--- src/hdl/npat_pkg.sv ---
// shared types and constants of the neighbour presence ageing table
`timescale 1ns / 1ps
package npat_pkg;

  // field widths fixed by the frame format
  localparam int unsigned FUNC_W  = 2;
  localparam int unsigned ID_W    = 10;
  localparam int unsigned TIME_W  = 32;
  localparam int unsigned KIND_W  = 3;
  localparam int unsigned PRES_W  = 8;
  localparam int unsigned CONN_W  = 2;
  localparam int unsigned ENTRY_W = PRES_W + CONN_W;

  // connectable hold loaded by an advert
  localparam logic [CONN_W-1:0] CONNECT_HOLD = 2'd2;

  // configuration register map
  localparam int unsigned PADDR_W     = 3;
  localparam logic        REG_RELOAD  = 1'b0;
  localparam logic        REG_CLK_FLT = 1'b1;
  localparam logic [PRES_W-1:0] RELOAD_RST = 8'd4;

  // received function codes
  typedef enum logic [FUNC_W-1:0] {
    FUNC_BEACON   = 2'd0,
    FUNC_ADVERT   = 2'd1,
    FUNC_DOWNLOAD = 2'd2,
    FUNC_TICK     = 2'd3
  } func_t;

  // result kinds
  typedef enum logic [KIND_W-1:0] {
    KIND_REJECTED  = 3'd0,
    KIND_REFRESHED = 3'd1,
    KIND_ARRIVAL   = 3'd2,
    KIND_DEPARTURE = 3'd3,
    KIND_UPLOAD    = 3'd4,
    KIND_DONE      = 3'd5
  } kind_t;

  // sequencer states
  typedef enum logic [2:0] {
    ST_IDLE,
    ST_FRAME,
    ST_EMIT,
    ST_SWEEP,
    ST_DONE
  } state_t;

endpackage

--- src/hdl/neighbor_presence_aging_table_unit.sv ---
// neighbour presence ageing table: frame handling, interval sweep and config port
//
//   channel  direction  handshake          payload
//   in_      input      in_valid/in_ready  func, sender_id, frame_ok, remote_time,
//                                          remote_authoritative, remote_fault
//   out_     output     out_valid/out_ready kind, peer_id, clock_time,
//                                          clock_authoritative, last
//   cfg      apb write  psel/penable/pwrite presence_reload @0, local_clock_fault @4
//
// a beacon or advert: accept, then one table read-modify-write and the result.
// a tick: the entry updater walks the table memory one entry a cycle unless a
// departure stalls, the next entry read while the current one is written back.
// a full result register stalls the sequencer where it must emit; a new transaction
// is taken as soon as the sequencer is idle, even while a result waits.
// synchronous active-low reset clears one valid flop per entry, so no clearing pass.
`timescale 1ns / 1ps
module neighbor_presence_aging_table_unit
  import npat_pkg::*;
#(
  parameter int unsigned NUM_PEERS = 32
) (
  input  logic                clk,
  input  logic                rst_n,
  // input channel
  input  logic                in_valid,
  output logic                in_ready,
  input  logic [FUNC_W-1:0]   in_func,
  input  logic [ID_W-1:0]     in_sender_id,
  input  logic                in_frame_ok,
  input  logic [TIME_W-1:0]   in_remote_time,
  input  logic                in_remote_authoritative,
  input  logic                in_remote_fault,
  // result channel
  output logic                out_valid,
  input  logic                out_ready,
  output logic [KIND_W-1:0]   out_kind,
  output logic [ID_W-1:0]     out_peer_id,
  output logic [TIME_W-1:0]   out_clock_time,
  output logic                out_clock_authoritative,
  output logic                out_last,
  // configuration port
  input  logic                psel,
  input  logic                penable,
  input  logic                pwrite,
  input  logic [PADDR_W-1:0]  paddr,
  input  logic [31:0]         pwdata,
  output logic [31:0]         prdata,
  output logic                pready
);

  localparam int unsigned IDX_W = (NUM_PEERS > 1) ? $clog2(NUM_PEERS) : 1;
  localparam logic [IDX_W-1:0] LAST_IDX = IDX_W'(NUM_PEERS - 1);

  state_t state_r, state_nxt;

  // configuration registers
  logic [PRES_W-1:0] reload_r;
  logic              clk_fault_r;

  // kept clock
  logic [TIME_W-1:0] kept_time_r;
  logic              kept_auth_r;

  // captured transaction
  func_t             func_r;
  logic [ID_W-1:0]   sender_r;
  logic [TIME_W-1:0] rtime_r;
  logic              rauth_r;
  logic              rfault_r;
  kind_t             kind_r, kind_nxt;

  // table memory and its valid flops
  logic [ENTRY_W-1:0]   mem [NUM_PEERS];
  logic [ENTRY_W-1:0]   rdata_r;
  logic [NUM_PEERS-1:0] vld_r;
  logic [IDX_W-1:0]     addr_r, addr_nxt;
  logic                 mem_we;
  logic [ENTRY_W-1:0]   wdata;

  // result register
  logic              out_valid_r;
  kind_t             out_kind_r, okind_nxt;
  logic [ID_W-1:0]   out_peer_r, opeer_nxt;
  logic [TIME_W-1:0] out_time_r;
  logic              out_auth_r;
  logic              out_last_r, olast_nxt;
  logic              out_load;
  logic              out_free;

  // entry updater signals
  logic              ent_vld;
  logic [PRES_W-1:0] pres_old, pres_dec;
  logic [CONN_W-1:0] conn_old, conn_dec, conn_frame;
  logic              depart;
  logic              arrived;
  logic              at_last;
  logic              step_go;
  logic              clk_upd;
  logic              in_acc;
  logic              in_reject;

  assign out_free  = !out_valid_r || out_ready;
  assign in_acc    = in_valid && in_ready;
  assign in_reject = !in_frame_ok || (in_sender_id >= ID_W'(NUM_PEERS));
  assign at_last   = (addr_r == LAST_IDX);

  // entry updater: one entry per use, shared by frames and the sweep
  always_comb begin
    ent_vld    = vld_r[addr_r];
    pres_old   = ent_vld ? rdata_r[PRES_W-1:0] : '0;
    conn_old   = ent_vld ? rdata_r[ENTRY_W-1:PRES_W] : '0;
    pres_dec   = (pres_old == '0) ? '0 : pres_old - PRES_W'(1);
    conn_dec   = (conn_old == '0) ? '0 : conn_old - CONN_W'(1);
    depart     = (pres_old == PRES_W'(1));
    arrived    = (pres_old == '0);
    conn_frame = (func_r == FUNC_ADVERT) ? CONNECT_HOLD : conn_old;
    step_go    = !depart || out_free;
  end

  // clock adoption rule for beacons
  always_comb begin
    clk_upd = (state_r == ST_FRAME) && out_free && (func_r == FUNC_BEACON) && !rfault_r
              && (!kept_auth_r || clk_fault_r)
              && (rauth_r || (rtime_r > kept_time_r));
  end

  // next state
  always_comb begin
    state_nxt = state_r;
    case (state_r)
      ST_IDLE: begin
        if (in_valid) begin
          if (in_func == FUNC_TICK) begin
            state_nxt = ST_SWEEP;
          end else if (in_reject || (in_func == FUNC_DOWNLOAD)) begin
            state_nxt = ST_EMIT;
          end else begin
            state_nxt = ST_FRAME;
          end
        end
      end
      ST_FRAME: begin
        if (out_free) state_nxt = ST_IDLE;
      end
      ST_EMIT: begin
        if (out_free) state_nxt = ST_IDLE;
      end
      ST_SWEEP: begin
        if (step_go && at_last) state_nxt = ST_DONE;
      end
      ST_DONE: begin
        if (out_free) state_nxt = ST_IDLE;
      end
      default: state_nxt = ST_IDLE;
    endcase
  end

  // sequencer outputs
  always_comb begin
    in_ready  = 1'b0;
    mem_we    = 1'b0;
    wdata     = {conn_dec, pres_dec};
    out_load  = 1'b0;
    okind_nxt = kind_r;
    opeer_nxt = sender_r;
    olast_nxt = 1'b1;
    addr_nxt  = addr_r;
    kind_nxt  = kind_r;
    case (state_r)
      ST_IDLE: begin
        in_ready = 1'b1;
        if (in_valid) begin
          if (in_func == FUNC_TICK) begin
            addr_nxt = '0;
          end else if (in_reject) begin
            kind_nxt = KIND_REJECTED;
          end else begin
            kind_nxt = KIND_UPLOAD;
            addr_nxt = in_sender_id[IDX_W-1:0];
          end
        end
      end
      ST_FRAME: begin
        wdata     = {conn_frame, reload_r};
        okind_nxt = arrived ? KIND_ARRIVAL : KIND_REFRESHED;
        if (out_free) begin
          mem_we   = 1'b1;
          out_load = 1'b1;
        end
      end
      ST_EMIT: begin
        out_load = out_free;
      end
      ST_SWEEP: begin
        okind_nxt = KIND_DEPARTURE;
        opeer_nxt = ID_W'(addr_r);
        olast_nxt = 1'b0;
        if (step_go) begin
          mem_we   = 1'b1;
          out_load = depart;
          if (!at_last) addr_nxt = addr_r + IDX_W'(1);
        end
      end
      ST_DONE: begin
        okind_nxt = KIND_DONE;
        opeer_nxt = '0;
        out_load  = out_free;
      end
      default: begin
        in_ready = 1'b0;
      end
    endcase
  end

  // state, clock and valid flops
  always_ff @(posedge clk) begin
    if (!rst_n) begin
      state_r     <= ST_IDLE;
      kept_time_r <= '0;
      kept_auth_r <= 1'b0;
      vld_r       <= '0;
      out_valid_r <= 1'b0;
      addr_r      <= '0;
    end else begin
      state_r <= state_nxt;
      addr_r  <= addr_nxt;
      if (clk_upd) begin
        kept_time_r <= rtime_r;
        kept_auth_r <= rauth_r;
      end
      if (mem_we) vld_r[addr_r] <= 1'b1;
      if (out_load) begin
        out_valid_r <= 1'b1;
      end else if (out_ready) begin
        out_valid_r <= 1'b0;
      end
    end
  end

  // table memory, read data registered
  always_ff @(posedge clk) begin
    if (mem_we) mem[addr_r] <= wdata;
    rdata_r <= mem[addr_nxt];
  end

  // transaction capture and result payload
  always_ff @(posedge clk) begin
    kind_r <= kind_nxt;
    if (in_acc) begin
      func_r   <= func_t'(in_func);
      sender_r <= in_sender_id;
      rtime_r  <= in_remote_time;
      rauth_r  <= in_remote_authoritative;
      rfault_r <= in_remote_fault;
    end
    if (out_load) begin
      out_kind_r <= okind_nxt;
      out_peer_r <= opeer_nxt;
      out_time_r <= clk_upd ? rtime_r : kept_time_r;
      out_auth_r <= clk_upd ? rauth_r : kept_auth_r;
      out_last_r <= olast_nxt;
    end
  end

  // configuration writes
  always_ff @(posedge clk) begin
    if (!rst_n) begin
      reload_r    <= RELOAD_RST;
      clk_fault_r <= 1'b0;
    end else if (psel && penable && pwrite && pready) begin
      case (paddr[2])
        REG_RELOAD:  reload_r    <= pwdata[PRES_W-1:0];
        REG_CLK_FLT: clk_fault_r <= pwdata[0];
        default:     reload_r    <= reload_r;
      endcase
    end
  end

  // configuration reads
  always_comb begin
    case (paddr[2])
      REG_RELOAD:  prdata = {{(32 - PRES_W){1'b0}}, reload_r};
      REG_CLK_FLT: prdata = {31'b0, clk_fault_r};
      default:     prdata = '0;
    endcase
  end

  assign pready                  = 1'b1;
  assign out_valid               = out_valid_r;
  assign out_kind                = out_kind_r;
  assign out_peer_id             = out_peer_r;
  assign out_clock_time          = out_time_r;
  assign out_clock_authoritative = out_auth_r;
  assign out_last                = out_last_r;

endmodule

--- config.mk ---
export PLATFORM = sky130hd
export DESIGN_NAME = neighbor_presence_aging_table_unit
export DESIGN_NICKNAME = d
export VERILOG_FILES = /design/src/hdl/npat_pkg.sv /design/src/hdl/neighbor_presence_aging_table_unit.sv
export SDC_FILE = /design/constraint.sdc
export NUM_CORES = 1
export LEC_CHECK = 0
export BUFFER_PORTS_ARGS = -buffer_cell sky130_fd_sc_hd__buf_2
export CORE_MARGIN = 2
export CORE_UTILIZATION = 45
export CTS_CLUSTER_SIZE = 10
export DETAILED_ROUTE_END_ITERATION = 8
export HOLD_SLACK_MARGIN = 0.1
export SYNTH_ARGS = -nofsm -noshare
export SYNTH_HDL_FRONTEND = slang
export SYNTH_SLANG_ARGS = --single-unit
--- constraint.sdc ---
create_clock -name clk -period 5.9 [get_ports clk]
set_clock_uncertainty 0.05 [all_clocks]
set_input_delay 0.295 -clock clk [delete_from_list [all_inputs] [get_ports clk]]
set_output_delay 0.295 -clock clk [all_outputs]
set_load 0.01 [all_outputs]
==> results of run 1 <==
-- per-layer routing --
layer	GRT usage	vias to the layer above	wire (um)
li1	-	5657	-
met1	0.288	5777	20100
met2	0.341	360	20700
met3	0.0345	78	2670
met4	0.0798	0	1320
met5	0	-	0
-- cell type report --
cell class	count	area [um2]	share of cell area
Antenna cell	1	2.50	0.000115
Clock buffer	92	1470	0.0678
Clock inverter	4	32.5	0.00150
Inverter	47	176	0.00813
Multi-Input combinational cell	879	5520	0.254
Sequential cell	441	12300	0.568
Tap cell	532	666	0.0307
Timing Repair Buffer	216	1500	0.0690
-- synthesized netlist by cell type, types with 3 or more instances --
cell type	instances	area, um2
or4_1	3	22.5
edfxtp_1	350	10500
ha_1	39	488
buf_2	12	60.1
nand2_1	196	736
dfxtp_1	91	1820
buf_6	10	113
xnor2_1	3	26.3
mux2i_1	34	340
a21oi_1	59	295
o211a_1	3	30.0
nand3_1	70	350
inv_1	46	173
o22ai_1	8	50.1
o21ai_0	49	245
and3_1	26	163
o21a_1	3	22.5
o31ai_1	3	22.5
nand4_1	11	68.8
and2_1	16	100
a31o_1	7	61.3
a31oi_1	14	87.6
a221o_1	8	80.1
buf_4	30	225
or3_1	4	25.0
clkbuf_1	38	143
or2_2	4	25.0
buf_1	4	15.0
nor2b_1	15	93.8
a211oi_1	19	143
a32oi_1	9	78.8
mux4_2	19	428
nor2_1	127	477
a21o_1	15	113
nor4b_1	8	70.1
nand2b_1	9	56.3
mux2_2	16	180
a22o_1	10	87.6
a211o_1	8	70.1
nor3_1	7	35.0
a22oi_1	3	22.5
-- worst max-delay path by stage --
stage,start,depth (start not counted),end,slack (ns)
final,addr_r[3]$_SDFF_PN0_,16,rdata_r[1]$_DFF_P_,0.73
after global routing,addr_r[3]$_SDFF_PN0_,16,rdata_r[7]$_DFF_P_,0.40
after CTS,addr_r[3]$_SDFF_PN0_,16,rdata_r[1]$_DFF_P_,0.72
after detailed placement,addr_r[3]$_SDFF_PN0_,16,rdata_r[1]$_DFF_P_,0.73
after global placement,addr_r[3]$_SDFF_PN0_,16,rdata_r[7]$_DFF_P_,0.85
after floorplan,addr_r[2]$_SDFF_PN0_,12,mem[0][0]$_DFFE_PP_,1.56
-- registers in the layout, indices dropped and copies added, names as in the netlist, 2 cells and up --
| signal | count |
|---|---|
| addr_r | 5 |
| func_r | 2 |
| kept_time_r | 32 |
| mem | 256 |
| out_clock_time | 32 |
| out_kind | 3 |
| out_peer_id | 10 |
| rdata_r | 8 |
| reload_r | 8 |
| rtime_r | 32 |
| sender_r | 10 |
| state_r | 3 |
| vld_r | 32 |
-- critical path, stage by stage (launching register included) --
cell      delay [ns]
dfxtp_1         0.58
or3b_1          0.49
or3_1           0.39
o311ai_1        0.15
or3_1           0.39
nand2_1         0.16
inv_1           0.14
ha_1            0.22
and2_1          0.18
a21oi_2         0.09
o211ai_4        0.54
buf_4           0.35
mux2_2          0.36
o22ai_1         0.26
nor4b_1         0.14
a221o_1         0.32
a211o_1         0.23
-- stage by stage --
step,setup WS (ns),util,cell area (um2),cells
2_1_floorplan,1.56,-,18500,1461
3_3_place_gp,0.846,0.482,19600,2056
3_5_place_dp,0.734,0.482,19600,2056
4_1_cts,0.722,0.534,21700,2211
5_1_grt,0.398,0.534,21700,2212
6_report,0.729,0.534,21700,2212
-- where the power goes --
group,internal [mW],switching (mW)
clock network,1.67,1.18
registers,3.61,0.0591
logic,0.244,0.526
-- kinds of logic (layout without fill, tap and decap cells) --
group                      after synthesis  in the layout
buffers and inverters                  141            359
muxes                                   70             70
other                                    2             26
xor gates and xnor gates                 3              3
AOI/OAI and AO/OA                      235            235
and+or+nand+nor                        507            507
adders and majority gates               39             39
DFF                                    441            441
==> impl_metrics.yaml, run 1 <==
run_status:
  status: "completed"
sta:
  fmax_mhz: 193
  period_share: 0.876
  hold_ws_ns: 0.211
  hold_viol_final: 0
  setup_viol: 0
  grt_setup_unrepaired: "no"
  min_period_ns: 5.17
  slew_viol_final: 0
  timing.setup.tns_ns: 0
  worstMarginPinSlew_ns: 1.32
  slew_headroom: 0.117
finish:
  final_common_cell: "edfxtp_1"
  fillers: 3392
  area_delta_synth_final_pct: 17.5
  final_cell_mix: "edfxtp_1, nand2_1, nor2_1"
  layout.nets: 1764
  drive_gt1_frac: 0.162
setup_path:
  r2r-start: "addr_r[3]$_SDFF_PN0_"
  cp_max_fo: 19
  required_ns: 6.33
  critPathArrivalTime_ns: 5.60
  rrSetupSlack_ns: 0.73
  path_class: "register to register"
  end_kind: "register"
  timing.rr.end: "rdata_r[1]$_DFF_P_"
  rr_worst_depth: 16
  startpoint_type: "register"
floorplan:
  dieArea_mm2: 0.0427
  die_y_um: 207
  design.core.area_mm2: 0.0406
  row_count: 74
  start_util: 0.454
  ios: 171
  die_w_um: 207
placed_design:
  dp_hpwl_um: 29200
  io_buffers: 119
  gp_congestion: 0.834
worst_hold_path:
  min_from: "psel"
  whs_endpoint: "reload_r[4]$_SDFFE_PN0P_"
  hold-path-cell-count: 5
  hold_path.class: "input pin to register"
synthesis:
  ys_ff_latch: 441
  yosys_warnings: 0
  seq_area_frac_synth: 0.668
  synth-adder-area-share: 0.0264
  synthSimpleGateAreaFrac: 0.126
  synth_compound_area_frac: 0.0857
  synth_xor_area_frac: 0.00142
  synth_mux_area_frac: 0.0522
  synth_top_family_by_area: "simple AND/OR/NAND/NOR gates"
  async_flop_share: 0
  syn-cell-area_mm2: 0.0185
  synth_edf_count: 350
  syn-mean-instance-area_um2: 12.8
  synth_cell_types: 68
  ys.flop_type: "edfxtp_1"
  synthCells: 1438
cts:
  clock-sinks: 441
  cts_root_buf: "clkbuf_16"
  clk_pin_slew_ns: 0.05
  ctsResizeCount: 0
  htreeDepth: 2
  cts-buffers-inserted: 51
  cts_buffer_depth: 3
  cts_setup_buffers: 0
  hold_buffers: 59
  tritoncts: "done"
  clk_latency_ns: 0.59
drt:
  vias: 11872
  first_pass_iters: 6
  route.detailed.drc: 0
  routed_wl_um: 44800
  avgViaCountPerCell: 5.37
  final_antenna_net_count: 0
  wl_per_cell_um: 20.3
  drt-initial-drc-count: 1087
power:
  power.total_mw: 7.29
  p_leak_nw: 8.11
  ir_drop_uv: 195
  cellPowerDensity_mw_per_mm2: 336
grt:
  track_usage: 0.211
  grt_max_degree: 57
  grt_pass1_vias: 11803
  globalRouteOverflowTotal: 0
  grt_pass1_wl_um: 68100
  antenna_found_initial: 1
flow_run:
  max-cap-violations: 0
No activity file was read; power rests on OpenSTA's default activity.
==> inputs of run 2 (changes only) <==
--- a/config.mk
+++ b/config.mk
@@ -7,10 +7,11 @@
 export LEC_CHECK = 0
 export BUFFER_PORTS_ARGS = -buffer_cell sky130_fd_sc_hd__buf_2
 export CORE_MARGIN = 2
-export CORE_UTILIZATION = 45
+export CORE_UTILIZATION = 50
 export CTS_CLUSTER_SIZE = 10
 export DETAILED_ROUTE_END_ITERATION = 8
 export HOLD_SLACK_MARGIN = 0.1
+export PLACE_DENSITY = 0.69
 export SYNTH_ARGS = -nofsm -noshare
 export SYNTH_HDL_FRONTEND = slang
 export SYNTH_SLANG_ARGS = --single-unit
==> run 2 against run 1 <==
Fmax down 0.45%. Worst hold slack better by 0.057 ns. Setup slack worse by 0.023 ns. Sequential power about the same. First-iteration DRC count up 0.28%. Routed wire length down 4.3%. Count of clock-buffer cells in the layout down 2. Register-to-register slack worse by 0.02 ns. Non-clock buffer count down 13. Combinational power down 3.4%. Via count up 2.0%. Final cell count down 3.6%.
==> impl_metrics.yaml, run 2 (synthesis results as in run 1) <==
run_status:
  status: "completed"
placed_design:
  place_area_mm2: 0.0194
  gp_congestion: 0.847
  io_buffers: 119
  dp_hpwl_um: 27500
  dpl.cell_count: 1979
drt:
  final_antenna_net_count: 0
  routed_wl_um: 42900
  wl_per_cell_um: 20.1
  first_pass_iters: 5
  route.detailed.drc: 0
  vias: 12106
  drt-initial-drc-count: 1090
  avgViaCountPerCell: 5.68
power:
  ir_drop_uv: 213
  cellPowerDensity_mw_per_mm2: 336
  p_leak_nw: 8.01
setup_path:
  cp_common_cell: "nand2_1"
  cp_max_fo: 50
  startpoint_type: "register"
  end_kind: "register"
  cp_top_family: "compound AO/OA/AOI/OAI gates"
  critical_path_depth: 16
  rr_worst_depth: 16
  critPathMaxStageDelay_ns: 0.70
  critPathArrivalTime_ns: 5.60
  path_cells: "buf_4, mux2i_1, o221ai_1, a221o_1, or3_1, nand2_1, inv_1, ha_1, nand2_1, o21ai_1, mux2_4, nand2_1, o22ai_1, nor4b_1, a221o_1, a211o_1"
  path_class: "register to register"
  required_ns: 6.31
  critPathSlowestCell: "mux2_4"
  cp_num_buf_inv: 2
finish:
  largest-register: "mem"
  stdcell_count: 2132
  finalInstanceArea_mm2: 0.0215
  largest_reg_flops: 256
  utilization: 0.588
  area_delta_synth_final_pct: 16.3
  fillers: 2819
  final_common_cell: "edfxtp_1"
  multi_input_area_mm2: 0.00552
  n_antenna_cell: 0
  final_cell_mix: "edfxtp_1, nand2_1, nor2_1"
  layout.nets: 1750
  seq_area_mm2: 0.0123
  drive_gt1_frac: 0.155
floorplan:
  row_count: 70
  start_util: 0.506
  design.core.area_mm2: 0.0365
  die_w_um: 196
  dieArea_mm2: 0.0385
  ios: 171
  die_y_um: 196
worst_hold_path:
  hold_path.class: "input pin to register"
  hold-path-cell-count: 5
sta:
  grt_setup_unrepaired: "no"
  hold_viol_final: 0
  min_period_ns: 5.19
  period_share: 0.880
  setup_viol: 0
  timing.setup.tns_ns: 0
  worstMarginPinSlew_ns: 1.27
  slew_headroom: 0.152
  slew_viol_final: 0
  fmax_mhz: 193
cts:
  cts_root_buf: "clkbuf_16"
  htreeDepth: 2
  ctsResizeCount: 0
  clock-sinks: 441
  clk_latency_ns: 0.57
  tritoncts: "done"
  cts-buffers-inserted: 50
  clk_pin_slew_ns: 0.05
  cts_buffer_depth: 3
grt:
  grt_pass1_wl_um: 66300
  grt_pass1_vias: 11747
  antenna_found_initial: 0
  globalRouteOverflowTotal: 0
  grt_max_degree: 58
  track_usage: 0.224
flow_run:
  max-cap-violations: 0
-- run 2: cell types whose count changed in the layout (fill, tap and decap cells not counted) --
cell,delta
buf_12,-2
buf_4,-11
bufinv_16,+1
clkbuf_1,+1
clkbuf_16,-2
clkbuf_8,-1
clkinv_1,-2
diode_2,-1
inv_6,+1
-- run 2: path summary, 6_finish.rpt --
check	startpoint	slack [ns]	endpoint
worst max-delay path	addr_r[0]$_SDFF_PN0_	0.71	rdata_r[6]$_DFF_P_
worst min-delay path	psel	0.27	reload_r[7]$_SDFFE_PN0P_
worst min register to register	vld_r[20]$_SDFFE_PN0P_	0.42	vld_r[20]$_SDFFE_PN0P_
worst max register to register	addr_r[0]$_SDFF_PN0_	0.71	rdata_r[6]$_DFF_P_
-- run 2: worst reg2reg max path, stage by stage, from the launching register on --
cell and delay, ns:
dfxtp_1 0.67, buf_4 0.29, mux2i_1 0.24, o221ai_1 0.12
a221o_1 0.41, or3_1 0.56, nand2_1 0.18, inv_1 0.10
ha_1 0.22, nand2_1 0.10, o21ai_1 0.08, mux2_4 0.70
nand2_1 0.35, o22ai_1 0.30, nor4b_1 0.10, a221o_1 0.32
a211o_1 0.29
-- run 2: per-layer routing --
layer	part of all wire	vias up	track usage
met1	0.42	5884	0.302
met5	0	-	0
met3	0.077	52	0.0383
met4	0.019	0	0.0614
met2	0.49	540	0.376
li1	-	5630	-
-- run 2: power breakdown --
part | switching [mW] | total, mW | leakage (nW) | internal [mW]
clock network | 1.15 | 2.80 | 0.699 | 1.65
registers | 0.0553 | 3.67 | 3.99 | 3.62
logic | 0.512 | 0.745 | 3.33 | 0.232
total | 1.72 | 7.22 | 8.01 | 5.50
-- run 2: cell type report --
type | count | area share
clock buffers | 90 | 0.0658
clock inverters | 4 | 0.00297
inverters | 47 | 0.00822
multi-input cells | 879 | 0.257
flip-flops and latches | 441 | 0.575
well taps | 468 | 0.0273
repair buffers | 203 | 0.0640
-- run 2: repair_timing --
item	in CTS	in global routing
setup buffers	0	0
hold buffers	59	0
hold endpoints to repair	60	0
-- run 2: through the flow --
step | power (mW) | hold WS, ns | worst slack (ns)
2_1_floorplan | 4.15 | 0.317 | 1.56
6_report | 7.22 | 0.268 | 0.705
3_3_place_gp | 4.42 | 0.396 | 0.762
5_1_grt | 7.46 | 0.310 | 0.341
3_5_place_dp | 4.44 | 0.409 | 0.698
4_1_cts | 7.27 | 0.228 | 0.687
==> inputs of run 3 (changes only) <==
--- a/config.mk
+++ b/config.mk
@@ -6,8 +6,10 @@
 export NUM_CORES = 1
 export LEC_CHECK = 0
 export BUFFER_PORTS_ARGS = -buffer_cell sky130_fd_sc_hd__buf_2
+export CAP_MARGIN = 0
 export CORE_MARGIN = 2
 export CORE_UTILIZATION = 50
+export CTS_BUF_LIST = sky130_fd_sc_hd__clkbuf_4 sky130_fd_sc_hd__clkbuf_8
 export CTS_CLUSTER_SIZE = 10
 export DETAILED_ROUTE_END_ITERATION = 8
 export HOLD_SLACK_MARGIN = 0.1
==> run 3 against run 2 <==
Sequential power about the same. Worst hold slack got worse by 0.048 ns. Fmax shrank 0.74%. Cell area hardly changed.
==> impl_metrics.yaml, run 3 (synthesis results as in run 1) <==
sta:
  slew_viol_final: 0
  hold_viol_final: 0
  min_period_ns: 5.23
  fmax_mhz: 191
  hold_ws_ns: 0.220
  slew_headroom: 0.150
  grt_setup_unrepaired: "no"
  setup_viol: 0
  timing.setup.tns_ns: 0
  period_share: 0.887
  worstMarginPinSlew_ns: 1.28
finish:
  fillers: 2826
  layout.nets: 1772
  finalInstanceArea_mm2: 0.0215
  n_antenna_cell: 0
  largest-register: "mem"
  utilization: 0.588
  final_cell_mix: "edfxtp_1, nand2_1, nor2_1"
  largest_reg_flops: 256
  drive_gt1_frac: 0.189
  final_common_cell: "edfxtp_1"
  area_delta_synth_final_pct: 16.2
placed_design:
  io_buffers: 119
  place_area_mm2: 0.0194
  gp_congestion: 0.847
  dp_hpwl_um: 27500
drt:
  avgViaCountPerCell: 5.63
  routed_wl_um: 43000
  final_antenna_net_count: 0
  route.detailed.drc: 0
  vias: 12184
  first_pass_iters: 5
  wl_per_cell_um: 19.9
  drt-initial-drc-count: 1091
setup_path:
  critPathArrivalTime_ns: 5.67
  path_cells: "buf_4, mux2i_1, o221ai_1, a221o_1, or3_1, nand2_1, inv_1, ha_1, nand2_1, o21ai_1, mux2_4, nand2_1, o22ai_1, nor4b_1, a221o_1, a211o_1"
  startpoint_type: "register"
  cp_common_cell: "nand2_1"
  end_kind: "register"
  cp_top_family: "compound AO/OA/AOI/OAI gates"
  cp_max_fo: 50
  cp_num_buf_inv: 2
  critPathMaxStageDelay_ns: 0.71
  required_ns: 6.34
  critPathSlowestCell: "mux2_4"
  path_class: "register to register"
  rrSetupSlack_ns: 0.67
grt:
  track_usage: 0.225
  grt_pass1_wl_um: 66600
  globalRouteOverflowTotal: 0
  grt_max_degree: 58
  antenna_found_initial: 0
  grt_pass1_vias: 11979
run_status:
  status: "completed"
cts:
  clock-sinks: 441
  cts_root_buf: "clkbuf_8"
  ctsResizeCount: 0
  cts_setup_buffers: 0
  cts-buffers-inserted: 72
  hold_buffers: 59
  htreeDepth: 3
  cts_buffer_depth: 3
  clk_latency_ns: 0.61
  clk_pin_slew_ns: 0.06
  tritoncts: "done"
power:
  p_leak_nw: 8.09
  ir_drop_uv: 117
  power.total_mw: 7.10
  cellPowerDensity_mw_per_mm2: 331
worst_hold_path:
  hold_path.class: "input pin to register"
floorplan:
  die_w_um: 196
  dieArea_mm2: 0.0385
  design.core.area_mm2: 0.0365
  ios: 171
  start_util: 0.506
  row_count: 70
  die_y_um: 196
flow_run:
  max-cap-violations: 0
## run 3: changes by cell type in the layout (fill, tap and decap cells not counted), sizes merged
cell,previous run,this run
clkinv,1,17
inv,49,47
clkbuf,90,105
clkinvlp,0,3
bufinv,1,2
## run 3: per-stage QoR
stage          worst slack [ns]  std cells
4_1_cts                   0.690       2165
6_report                  0.667       2165
2_1_floorplan              1.56       1461
3_5_place_dp              0.698       1979
3_3_place_gp              0.762       1979
5_1_grt                   0.349       2165
## run 3: cell type report
class / instances / area (um2) / share of cell area
inverters: 47 / 176 / 0.00822
multi-input cells: 879 / 5520 / 0.257
well taps: 468 / 586 / 0.0273
repair buffers: 203 / 1370 / 0.0640
clock buffers: 105 / 1310 / 0.0612
clock inverters: 22 / 156 / 0.00729
flip-flops and latches: 441 / 12300 / 0.575
## run 3: final timing paths
check | depth (start not counted) | end | from
max | 16 | rdata_r[6]$_DFF_P_ | addr_r[0]$_SDFF_PN0_
min | 5 | reload_r[7]$_SDFFE_PN0P_ | pwrite
max reg2reg | 16 | rdata_r[6]$_DFF_P_ | addr_r[0]$_SDFF_PN0_
min reg2reg | 2 | vld_r[7]$_SDFFE_PN0P_ | vld_r[7]$_SDFFE_PN0P_
## run 3: power by group
part           total [mW]  switching (mW)  internal, mW
Combinational       0.744           0.511         0.232
Sequential           3.67          0.0549          3.61
Clock                2.68            1.17          1.51
Total                7.10            1.74          5.36
## run 3: per-layer routing
metal | part of all wire | track usage | vias to the layer above
met5 | 0 | 0 | -
met4 | 0.020 | 0.0749 | 0
met3 | 0.076 | 0.0452 | 62
met2 | 0.49 | 0.376 | 516
met1 | 0.42 | 0.297 | 5937
li1 | - | - | 5669
## run 3: tightest hold or removal path, cell delays in order
cell	delay, ns
buf_2	0.11
nand3_1	0.11
nor2_1	0.16
nand2_1	0.10
a21oi_1	0.05
